[src/sv/jmc_pkg.sv]
// Joint move controller package: field widths, item structs, phase,
// command, register index and sequencer codes. No dependencies.
package jmc_pkg;

	localparam int ANGLE_W     = 16;
	localparam int ELAPSED_W   = 16;
	localparam int DIST_W      = 17;
	localparam int SPEED_W     = 24;
	localparam int ACCEL_W     = 32;
	localparam int GAIN_W      = 16;
	localparam int FRAC_W      = 8;
	localparam int LIMIT_W     = 15;
	localparam int CFG_DATA_W  = 16;
	localparam int CFG_INDEX_W = 3;

	// shared multiplier: signed A times unsigned B
	localparam int MUL_A_W = 25;
	localparam int MUL_B_W = 16;
	localparam int MUL_P_W = MUL_A_W + MUL_B_W + 1;
	localparam int FIX_W   = MUL_P_W - 8;

	// speed divider: |diff * 1000| by elapsed_ms
	localparam int DIV_N_W = 27;
	localparam int DIV_D_W = 16;

	localparam logic [MUL_B_W-1:0] SPEED_SCALE = 16'd1000;
	localparam logic signed [SPEED_W-1:0] SPEED_MAX = 24'h7FFFFF;
	localparam logic signed [SPEED_W-1:0] SPEED_MIN = 24'h800000;

	localparam logic [GAIN_W-1:0]  RST_SPEED_GAIN       = 16'd256;
	localparam logic [GAIN_W-1:0]  RST_ACCEL_GAIN       = 16'd256;
	localparam logic [FRAC_W-1:0]  RST_ARRIVAL_FRACTION = 8'd26;
	localparam logic [LIMIT_W-1:0] RST_SPEED_LIMIT      = 15'd320;
	localparam logic [LIMIT_W-1:0] RST_MIN_ARRIVAL      = 15'd16;

	typedef enum logic [1:0] {
		PH_DRIVE   = 2'd0,
		PH_ARRIVED = 2'd1,
		PH_DONE    = 2'd2
	} phase_t;

	typedef enum logic {
		CMD_MOVE   = 1'b0,
		CMD_SAMPLE = 1'b1
	} command_t;

	typedef enum logic [CFG_INDEX_W-1:0] {
		REG_SPEED_GAIN       = 3'd0,
		REG_ACCEL_GAIN       = 3'd1,
		REG_ARRIVAL_FRACTION = 3'd2,
		REG_SPEED_LIMIT      = 3'd3,
		REG_MIN_ARRIVAL      = 3'd4
	} reg_index_t;

	typedef enum logic [3:0] {
		ST_IDLE,
		ST_ARR_MUL,
		ST_ARR_FIX,
		ST_SPD_MUL,
		ST_DIV_START,
		ST_DIV_WAIT,
		ST_PHASE,
		ST_TS_MUL,
		ST_TS_FIX,
		ST_ERR,
		ST_AC_MUL,
		ST_AC_FIX,
		ST_OUT
	} seq_state_t;

	typedef struct packed {
		command_t                    command;
		logic signed [ANGLE_W-1:0]   angle;
		logic [ELAPSED_W-1:0]        elapsed_ms;
	} req_item_t;

	typedef struct packed {
		logic signed [ACCEL_W-1:0]   accel;
		phase_t                      phase;
		logic signed [SPEED_W-1:0]   speed;
	} rsp_item_t;

	typedef struct packed {
		logic busy;
		logic done;
	} div_stat_t;

endpackage

[src/sv/jmc_mul.sv]
// Shared multiplier of the joint move controller: signed by unsigned,
// product registered. Depends on nothing but its parameters.
module jmc_mul #(
	parameter int A_W = 25,
	parameter int B_W = 16
) (
	input  logic                      clk,
	input  logic                      en,
	input  logic signed [A_W-1:0]     a,
	input  logic [B_W-1:0]            b,
	output logic signed [A_W+B_W:0]   product_q
);

	logic signed [A_W+B_W:0] product;

	assign product = a * $signed({1'b0, b});

	always_ff @(posedge clk) begin
		if (en) begin
			product_q <= product;
		end
	end

endmodule

[src/sv/jmc_div.sv]
// Restoring unsigned divider, one quotient bit per cycle.
// Uses jmc_pkg for the status struct.
module jmc_div
	import jmc_pkg::*;
#(
	parameter int N_W = 27,
	parameter int D_W = 16
) (
	input  logic            clk,
	input  logic            arst_n,
	input  logic            start,
	input  logic [N_W-1:0]  dividend,
	input  logic [D_W-1:0]  divisor,
	output div_stat_t       stat,
	output logic [N_W-1:0]  quotient
);

	localparam int CNT_W = $clog2(N_W + 1);

	logic [CNT_W-1:0] cnt_q;
	logic             busy_q;
	logic             done_q;
	logic [D_W-1:0]   rem_q;
	logic [N_W-1:0]   quo_q;
	logic [D_W-1:0]   divisor_q;
	logic [D_W:0]     shifted;
	logic [D_W+1:0]   trial;
	logic             ge;

	assign shifted = {rem_q, quo_q[N_W-1]};
	assign trial   = {1'b0, shifted} - {2'b00, divisor_q};
	assign ge      = !trial[D_W+1];

	always_ff @(posedge clk or negedge arst_n) begin
		if (!arst_n) begin
			busy_q <= 1'b0;
			done_q <= 1'b0;
			cnt_q  <= '0;
		end else begin
			done_q <= 1'b0;
			if (start) begin
				busy_q <= 1'b1;
				cnt_q  <= CNT_W'(N_W);
			end else if (busy_q) begin
				cnt_q <= cnt_q - 1'b1;
				if (cnt_q == CNT_W'(1)) begin
					busy_q <= 1'b0;
					done_q <= 1'b1;
				end
			end
		end
	end

	always_ff @(posedge clk) begin
		if (start) begin
			rem_q     <= '0;
			quo_q     <= dividend;
			divisor_q <= divisor;
		end else if (busy_q) begin
			rem_q <= ge ? trial[D_W-1:0] : shifted[D_W-1:0];
			quo_q <= {quo_q[N_W-2:0], ge};
		end
	end

	assign stat.busy = busy_q;
	assign stat.done = done_q;
	assign quotient  = quo_q;

endmodule

[src/sv/joint_move_controller.sv]
// Joint move controller top level: sequencer, move state and registers.
// Depends on jmc_pkg, jmc_mul and jmc_div.
//
// Usage: req carries one item: a new move (target angle) or a measured
// angle sample. An item is taken when req_valid is high and req_stall low.
// A new move gives no result. Every sample gives one
// rsp item: acceleration, phase after the sample and measured speed.
// A sample walks through one shared multiplier and one divider under a
// sequencer. The first sample of a move sets the arrival distance; a later
// one with nonzero elapsed_ms gets its speed from the 27-step divider, one
// with zero elapsed_ms skips it. The drive phase computes target speed and
// acceleration; the arrived phase skips target speed, the done phase both.
// req_stall is high while a sample is in work. The result waits in an
// output register; a new item is accepted while it waits, and the
// sequencer holds at its end while rsp_stall keeps the register full.
// Registers are written through cfg_we, cfg_index, cfg_data; the user must do so
// only while idle, as the block does not enforce it. Reset clears the sequencer,
// loads register defaults and puts the move in the done phase with target angle zero.
module joint_move_controller
	import jmc_pkg::*;
(
	input  logic                    clk,
	input  logic                    arst_n,
	input  logic                    req_valid,
	output logic                    req_stall,
	input  req_item_t               req,
	output logic                    rsp_valid,
	input  logic                    rsp_stall,
	output rsp_item_t               rsp,
	input  logic                    cfg_we,
	input  logic [CFG_INDEX_W-1:0]  cfg_index,
	input  logic [CFG_DATA_W-1:0]   cfg_data
);

	function automatic logic signed [FIX_W-1:0] shr8_trunc(
		input logic signed [MUL_P_W-1:0] p
	);
		logic signed [MUL_P_W-1:0] adj;
		adj = p + $signed({{(MUL_P_W-8){1'b0}}, {8{p[MUL_P_W-1]}}});
		return adj[MUL_P_W-1:8];
	endfunction

	seq_state_t state_q, state_d;

	logic [GAIN_W-1:0]  speed_gain_q;
	logic [GAIN_W-1:0]  accel_gain_q;
	logic [FRAC_W-1:0]  arrival_fraction_q;
	logic [LIMIT_W-1:0] speed_limit_q;
	logic [LIMIT_W-1:0] min_arrival_q;

	logic signed [ANGLE_W-1:0] target_q;
	logic signed [ANGLE_W-1:0] prev_q;
	phase_t                    phase_q;
	phase_t                    phase_next;
	logic                      first_q;
	logic                      dir_q;
	logic signed [DIST_W-1:0]  arrival_q;

	logic signed [DIST_W-1:0]  dist_q;
	logic signed [DIST_W-1:0]  diff_q;
	logic [ELAPSED_W-1:0]      elapsed_q;
	logic signed [SPEED_W-1:0] speed_q;
	logic signed [ANGLE_W-1:0] tspeed_q;
	logic signed [MUL_A_W-1:0] err_q;
	logic signed [ACCEL_W-1:0] accel_q;
	logic                      neg_q;

	rsp_item_t rsp_q;
	logic      rsp_valid_q;
	logic      out_free;
	logic      req_accept;

	logic                      mul_en;
	logic signed [MUL_A_W-1:0] mul_a;
	logic [MUL_B_W-1:0]        mul_b;
	logic signed [MUL_P_W-1:0] product_q;
	logic signed [FIX_W-1:0]   fix;

	logic                      div_start;
	div_stat_t                 div_stat;
	logic [DIV_N_W-1:0]        div_dividend;
	logic [DIV_N_W-1:0]        quotient;
	logic signed [MUL_P_W-1:0] prod_abs;

	logic signed [DIST_W-1:0]  arr_raw;
	logic [DIST_W-1:0]         arr_mag;
	logic signed [FIX_W-1:0]   lim_pos;
	logic signed [FIX_W-1:0]   lim_neg;

	assign req_stall  = (state_q != ST_IDLE);
	assign req_accept = req_valid && !req_stall;
	assign out_free   = !rsp_valid_q || !rsp_stall;
	assign rsp_valid  = rsp_valid_q;
	assign rsp        = rsp_q;

	assign fix          = shr8_trunc(product_q);
	assign prod_abs     = product_q[MUL_P_W-1] ? -product_q : product_q;
	assign div_dividend = prod_abs[DIV_N_W-1:0];
	assign arr_raw      = fix[DIST_W-1:0];
	assign arr_mag      = arr_raw[DIST_W-1] ? DIST_W'(-arr_raw) : DIST_W'(arr_raw);
	assign lim_pos      = $signed({{(FIX_W-LIMIT_W){1'b0}}, speed_limit_q});
	assign lim_neg      = -lim_pos;

	jmc_mul #(
		.A_W(MUL_A_W),
		.B_W(MUL_B_W)
	) u_mul (
		.clk      (clk),
		.en       (mul_en),
		.a        (mul_a),
		.b        (mul_b),
		.product_q(product_q)
	);

	jmc_div #(
		.N_W(DIV_N_W),
		.D_W(DIV_D_W)
	) u_div (
		.clk     (clk),
		.arst_n  (arst_n),
		.start   (div_start),
		.dividend(div_dividend),
		.divisor (elapsed_q),
		.stat    (div_stat),
		.quotient(quotient)
	);

	always_comb begin
		phase_next = phase_q;
		case (phase_q)
			PH_DRIVE: begin
				if ((dir_q && dist_q < arrival_q) || (!dir_q && dist_q > arrival_q)) begin
					phase_next = PH_ARRIVED;
				end
			end
			PH_ARRIVED: begin
				if (speed_q > -24'sd16 && speed_q < 24'sd16) begin
					phase_next = PH_DONE;
				end
			end
			default: phase_next = phase_q;
		endcase
	end

	always_ff @(posedge clk or negedge arst_n) begin
		if (!arst_n) begin
			state_q <= ST_IDLE;
		end else begin
			state_q <= state_d;
		end
	end

	always_comb begin
		state_d   = state_q;
		mul_en    = 1'b0;
		mul_a     = '0;
		mul_b     = '0;
		div_start = 1'b0;
		case (state_q)
			ST_IDLE: begin
				if (req_accept && req.command == CMD_SAMPLE) begin
					if (first_q) begin
						state_d = ST_ARR_MUL;
					end else if (req.elapsed_ms == '0) begin
						state_d = ST_PHASE;
					end else begin
						state_d = ST_SPD_MUL;
					end
				end
			end
			ST_ARR_MUL: begin
				mul_en  = 1'b1;
				mul_a   = MUL_A_W'(dist_q);
				mul_b   = MUL_B_W'(arrival_fraction_q);
				state_d = ST_ARR_FIX;
			end
			ST_ARR_FIX: state_d = ST_PHASE;
			ST_SPD_MUL: begin
				mul_en  = 1'b1;
				mul_a   = MUL_A_W'(diff_q);
				mul_b   = SPEED_SCALE;
				state_d = ST_DIV_START;
			end
			ST_DIV_START: begin
				div_start = 1'b1;
				state_d   = ST_DIV_WAIT;
			end
			ST_DIV_WAIT: begin
				if (div_stat.done) begin
					state_d = ST_PHASE;
				end
			end
			ST_PHASE: begin
				case (phase_next)
					PH_DRIVE:   state_d = ST_TS_MUL;
					PH_ARRIVED: state_d = ST_ERR;
					default:    state_d = ST_OUT;
				endcase
			end
			ST_TS_MUL: begin
				mul_en  = 1'b1;
				mul_a   = MUL_A_W'(dist_q);
				mul_b   = speed_gain_q;
				state_d = ST_TS_FIX;
			end
			ST_TS_FIX: state_d = ST_ERR;
			ST_ERR:    state_d = ST_AC_MUL;
			ST_AC_MUL: begin
				mul_en  = 1'b1;
				mul_a   = err_q;
				mul_b   = accel_gain_q;
				state_d = ST_AC_FIX;
			end
			ST_AC_FIX: state_d = ST_OUT;
			ST_OUT: begin
				if (out_free) begin
					state_d = ST_IDLE;
				end
			end
			default: state_d = ST_IDLE;
		endcase
	end

	// registers and move state
	always_ff @(posedge clk or negedge arst_n) begin
		if (!arst_n) begin
			speed_gain_q       <= RST_SPEED_GAIN;
			accel_gain_q       <= RST_ACCEL_GAIN;
			arrival_fraction_q <= RST_ARRIVAL_FRACTION;
			speed_limit_q      <= RST_SPEED_LIMIT;
			min_arrival_q      <= RST_MIN_ARRIVAL;
			target_q           <= '0;
			prev_q             <= '0;
			phase_q            <= PH_DONE;
			first_q            <= 1'b1;
			dir_q              <= 1'b0;
			arrival_q          <= '0;
			rsp_valid_q        <= 1'b0;
		end else begin
			if (cfg_we) begin
				case (reg_index_t'(cfg_index))
					REG_SPEED_GAIN:       speed_gain_q       <= cfg_data[GAIN_W-1:0];
					REG_ACCEL_GAIN:       accel_gain_q       <= cfg_data[GAIN_W-1:0];
					REG_ARRIVAL_FRACTION: arrival_fraction_q <= cfg_data[FRAC_W-1:0];
					REG_SPEED_LIMIT:      speed_limit_q      <= cfg_data[LIMIT_W-1:0];
					REG_MIN_ARRIVAL:      min_arrival_q      <= cfg_data[LIMIT_W-1:0];
					default: ;
				endcase
			end
			if (req_accept) begin
				if (req.command == CMD_MOVE) begin
					target_q <= req.angle;
					phase_q  <= PH_DRIVE;
					first_q  <= 1'b1;
				end else begin
					prev_q  <= req.angle;
					first_q <= 1'b0;
				end
			end
			if (state_q == ST_ARR_FIX) begin
				dir_q <= (dist_q > 0);
				if (arr_mag < {{(DIST_W-LIMIT_W){1'b0}}, min_arrival_q}) begin
					arrival_q <= (arr_raw > 0) ?
						$signed({{(DIST_W-LIMIT_W){1'b0}}, min_arrival_q}) :
						-$signed({{(DIST_W-LIMIT_W){1'b0}}, min_arrival_q});
				end else begin
					arrival_q <= arr_raw;
				end
			end
			if (state_q == ST_PHASE) begin
				phase_q <= phase_next;
			end
			if (state_q == ST_OUT && out_free) begin
				rsp_valid_q <= 1'b1;
			end else if (!rsp_stall) begin
				rsp_valid_q <= 1'b0;
			end
		end
	end

	// sample datapath
	always_ff @(posedge clk) begin
		if (req_accept) begin
			dist_q    <= DIST_W'(target_q) - DIST_W'(req.angle);
			diff_q    <= DIST_W'(req.angle) - DIST_W'(prev_q);
			elapsed_q <= req.elapsed_ms;
			neg_q     <= (req.angle < prev_q);
			if (first_q) begin
				speed_q <= '0;
			end else if (req.angle > prev_q) begin
				speed_q <= SPEED_MAX;
			end else if (req.angle < prev_q) begin
				speed_q <= SPEED_MIN;
			end else begin
				speed_q <= '0;
			end
		end
		if (state_q == ST_DIV_WAIT && div_stat.done) begin
			if (quotient[DIV_N_W-1:SPEED_W-1] != '0) begin
				speed_q <= neg_q ? SPEED_MIN : SPEED_MAX;
			end else if (neg_q) begin
				speed_q <= -$signed({1'b0, quotient[SPEED_W-2:0]});
			end else begin
				speed_q <= $signed({1'b0, quotient[SPEED_W-2:0]});
			end
		end
		if (state_q == ST_PHASE) begin
			tspeed_q <= '0;
			accel_q  <= '0;
		end
		if (state_q == ST_TS_FIX) begin
			if (fix > lim_pos) begin
				tspeed_q <= ANGLE_W'(lim_pos);
			end else if (fix < lim_neg) begin
				tspeed_q <= ANGLE_W'(lim_neg);
			end else begin
				tspeed_q <= ANGLE_W'(fix);
			end
		end
		if (state_q == ST_ERR) begin
			err_q <= MUL_A_W'(tspeed_q) - MUL_A_W'(speed_q);
		end
		if (state_q == ST_AC_FIX) begin
			if (fix[FIX_W-1:ACCEL_W-1] == '0 || fix[FIX_W-1:ACCEL_W-1] == '1) begin
				accel_q <= fix[ACCEL_W-1:0];
			end else begin
				accel_q <= fix[FIX_W-1] ? {1'b1, {(ACCEL_W-1){1'b0}}} :
					{1'b0, {(ACCEL_W-1){1'b1}}};
			end
		end
		if (state_q == ST_OUT && out_free) begin
			rsp_q.accel <= accel_q;
			rsp_q.phase <= phase_q;
			rsp_q.speed <= speed_q;
		end
	end

`ifndef SYNTHESIS
	a_rsp_from_out: assert property (@(posedge clk) disable iff (!arst_n)
		$rose(rsp_valid) |-> $past(state_q == ST_OUT))
		else $error("result raised outside the output step");

	a_done_no_accel: assert property (@(posedge clk) disable iff (!arst_n)
		(rsp_valid && rsp.phase == PH_DONE) |-> (rsp.accel == '0))
		else $error("nonzero accel in done phase");

	a_div_start_idle: assert property (@(posedge clk) disable iff (!arst_n)
		div_start |-> !div_stat.busy)
		else $error("divider started while busy");

	a_div_wait_live: assert property (@(posedge clk) disable iff (!arst_n)
		(state_q == ST_DIV_WAIT) |-> (div_stat.busy || div_stat.done))
		else $error("waiting on an idle divider");
`endif

endmodule
[config.mk]
export PLATFORM = sky130hd
export DESIGN_NAME = joint_move_controller
export DESIGN_NICKNAME = d
export VERILOG_FILES = /design/src/sv/jmc_pkg.sv /design/src/sv/jmc_mul.sv /design/src/sv/jmc_div.sv /design/src/sv/joint_move_controller.sv
export SDC_FILE = /design/constraint.sdc
export NUM_CORES = 2
export LEC_CHECK = 0
export BUFFER_PORTS_ARGS = -buffer_cell sky130_fd_sc_hd__buf_2
export CAP_MARGIN = 5
export CORE_AREA = 4 4 288 290
export DETAILED_ROUTE_END_ITERATION = 8
export DIE_AREA = 0 0 292 294
export MAX_ROUTING_LAYER = met4
export PLACE_DENSITY = 0.65
export SLEW_MARGIN = 20
export SYNTH_ARGS = -nofsm -noshare
export SYNTH_HDL_FRONTEND = slang
export SYNTH_SLANG_ARGS = --single-unit
[constraint.sdc]
create_clock -name clk -period 15.15 [get_ports clk]
set_input_delay 0.7575 -clock clk [delete_from_list [all_inputs] [get_ports clk]]
set_output_delay 0.7575 -clock clk [all_outputs]
set_load 0.02 [all_outputs]
==> flow_summary.yaml <==
run_status:
  status: "finished, final reports clean"
yosys:
  synth_top_cells_by_area: "edfxtp_1, fa_1, ha_1, dfrtp_1, inv_1"
  avgSynthCellArea_sq_um: 9.45
  synth_warnings: 0
  synth_edf_count: 291
  synth_area_sq_um: 39800
  synth_cell_types: 96
  synth_nets: 4939
  yosysSeqAreaShare_pct: 31.2
  synth-seq-cells: 442
  syn_inst: 4217
  synthFlopType: "edfxtp_1"
  async_reset_ff_share_pct: 30.5
  synth_top_area_share_pct: 21.9
  synth.largest_area_cell: "edfxtp_1"
placement:
  place_area_sq_um: 41500
  pre_cts_slack_ns: 6.02
  place_congestion: 0.971
  numPlacedInstances: 5268
  port_buffers: 116
  dpl.hpwl_um: 88900
sta:
  hold_ws_ns: 0.176
  tightest_slew_ns: 1.20
  fin_crit_ns: 9.25
  finalCritPeriodShare_pct: 61.0
  fin_setup_tns_ns: 0
  fin_skew_ns: 0.0464
  hold_violations: 0
  slew_violations: 0
  setup_ws_ns: 5.90
  rsz0062_at_grt: "false"
  max_freq_ghz: 0.108
  setup_viol: 0
  maxSlewHeadroom_pct: 19.9
layout:
  instances_no_fill: 5358
  regArea_sq_um: 12400
  stdcell_area_sq_um: 43200
  multi_input_area_sq_um: 24300
  nets: 4982
  fin_util_pct: 53.9
  n_antenna_cell: 0
  drive_above_1_share_pct: 8.63
  final_common_cell: "inv_1"
  most-common-layout-cells: "inv_1, nand2_1, fa_1"
  area_growth_pct: 8.53
  fillers: 7265
cts:
  numCtsBuffers: 49
  cts_hold_repair.buffers: 0
  cts_resized: 0
  clk_pin_slew_ns: 0.06
  htreeDepth: 2
  clkLatencyLatePin_ns: 0.61
  root_buffer: "clkbuf_16"
  cts_tree: "done"
  clock_sinks: 442
  clockBufferDepth: 3
  post_cts_buffers: 0
detailed_routing:
  wirelength_um: 114000
  drtIter0Drc: 2381
  drt-pass1-iter-count: 6
  drc: 0
  postRouteAntennaNets: 0
  wl_per_cell_um: 21.2
  num_vias: 30300
  viasPerCell: 5.65
grt:
  grt_pass1_wl_um: 176000
  track_usage_pct: 27.3
  antenna_found_initial: 0
  grt_max_degree: 76
  grt_pass1_vias: 30000
  grt.overflow.total: 0
power_and_ir_drop:
  leakagePower_nw: 18.9
  p_total_mw: 2.86
  vdd_drop_max_mv: 0.0733
  p_per_area_nw_per_um2: 66.0
floorplanning:
  die_area_sq_um: 85800
  initial_core_util_pct: 49.6
  fp.dieH_um: 294
  pin_count: 117
  coreArea_sq_um: 80300
  rows: 104
  die_x_um: 292
setup_path:
  r2r_cells: 26
  start_kind: "flop"
  critPathArrivalTime_ns: 9.56
  rr_endpoint: "u_mul.product_q[40]"
  worstPathRequired_ns: 15.46
  critPathKind: "flop to flop"
  path_max_fanout: 19
  r2r_setup_slack_ns: 5.90
  worstReg2RegStart: "state_q[2]"
  cp-end-kind: "flop"
flow_run:
  maxCapViolations: 0
min_path:
  hold_class: "primary input to asynchronous set/reset pin"
==> state kept, by name, summed over array words and instances, names as in the netlist, 15 cells and up <==
| register | count |
|---|---|
| u_div.divisor_q | 16 |
| err_q | 25 |
| speed_gain_q | 16 |
| speed_limit_q | 15 |
| prev_q | 16 |
| rsp | 58 |
| target_q | 16 |
| u_div.rem_q | 16 |
| elapsed_q | 16 |
| diff_q | 17 |
| arrival_q | 17 |
| u_div.quotient | 27 |
| dist_q | 17 |
| speed_q | 24 |
| u_mul.product_q | 42 |
| tspeed_q | 16 |
| min_arrival_q | 15 |
| accel_gain_q | 16 |
| accel_q | 32 |
==> report_power, final <==
part,total (mW),switching [mW],leakage (nW),internal [mW]
clock,1.29,0.514,0.833,0.776
sequential,1.36,0.0345,4.11,1.32
combinational,0.209,0.121,14.0,0.0874
==> cells in the mapped netlist, types with 46 or more instances <==
| library cell | number |
|---|---|
| nand2_1 | 541 |
| clkbuf_1 | 146 |
| and2_1 | 46 |
| nand3_1 | 51 |
| xnor2_1 | 142 |
| a21oi_1 | 157 |
| o21ai_0 | 218 |
| xor2_1 | 51 |
| fa_1 | 395 |
| a21o_1 | 49 |
| edfxtp_1 | 291 |
| nor2_1 | 347 |
| inv_1 | 660 |
| mux2_2 | 55 |
| dfrtp_1 | 125 |
| ha_1 | 270 |
| nor3_1 | 63 |
==> layer usage <==
metal  up-vias  GRT usage, %  wire, um
met5         -             -         0
met4         0          9.88      4780
met3       254          4.13      8570
met2      1164          42.2     51300
met1     14800          36.8     48900
li1      14000             -         -
==> how the worst max path moves through the flow <==
stage	slack [ns]	cells past startpoint	startpoint	to
2_1_floorplan	7.09	33	state_q[2]	u_mul.product_q[40]
3_5_place_dp	6.02	26	state_q[2]	u_mul.product_q[40]
4_1_cts	5.98	26	state_q[2]	u_mul.product_q[40]
3_3_place_gp	6.21	26	state_q[2]	u_mul.product_q[40]
5_1_grt	5.28	26	state_q[2]	u_mul.product_q[40]
6_report	5.90	26	state_q[2]	u_mul.product_q[40]
==> cells by family (layout without fill, tap and decap cells) <==
logic type                 Yosys count  in the layout  share of synthesized area, %
buffers and inverters              832            913                          8.00
muxes                               88             88                          2.38
AOI/OAI and AO/OA                  683            683                          10.7
DFF                                442            442                          31.2
xor gates and xnor gates           193            193                          4.24
and+or+nand+nor                   1314           1314                          15.1
adders and majority gates          665            665                          28.3
==> final cells by class <==
class | instances | area share, %
flip-flops and latches | 442 | 28.8
inverters | 660 | 5.73
well taps | 1060 | 3.07
repair buffers | 164 | 2.20
multi-input cells | 2943 | 56.2
clock buffers | 54 | 2.90
clock inverters | 35 | 1.15
==> critical path: stages (launching register included) <==
cell and delay, ns:
dfrtp_1 0.65, nor2b_1 0.49, and3_1 0.23, buf_4 0.25, or2_2 0.34, a22o_1 0.76
a21oi_1 0.28, nor2_1 0.38, fa_1 0.48, inv_1 0.25, fa_1 0.49, inv_1 0.36
fa_1 0.49, fa_1 0.47, fa_1 0.54, inv_1 0.05, fa_1 0.53, inv_1 0.04
ha_1 0.36, o211ai_1 0.16, o21ai_0 0.17, a221o_1 0.37, a21oi_1 0.21, nor2_1 0.08
a221oi_1 0.25, a21oi_1 0.12, xor2_1 0.15
No activity file was read; power rests on OpenSTA's default activity.
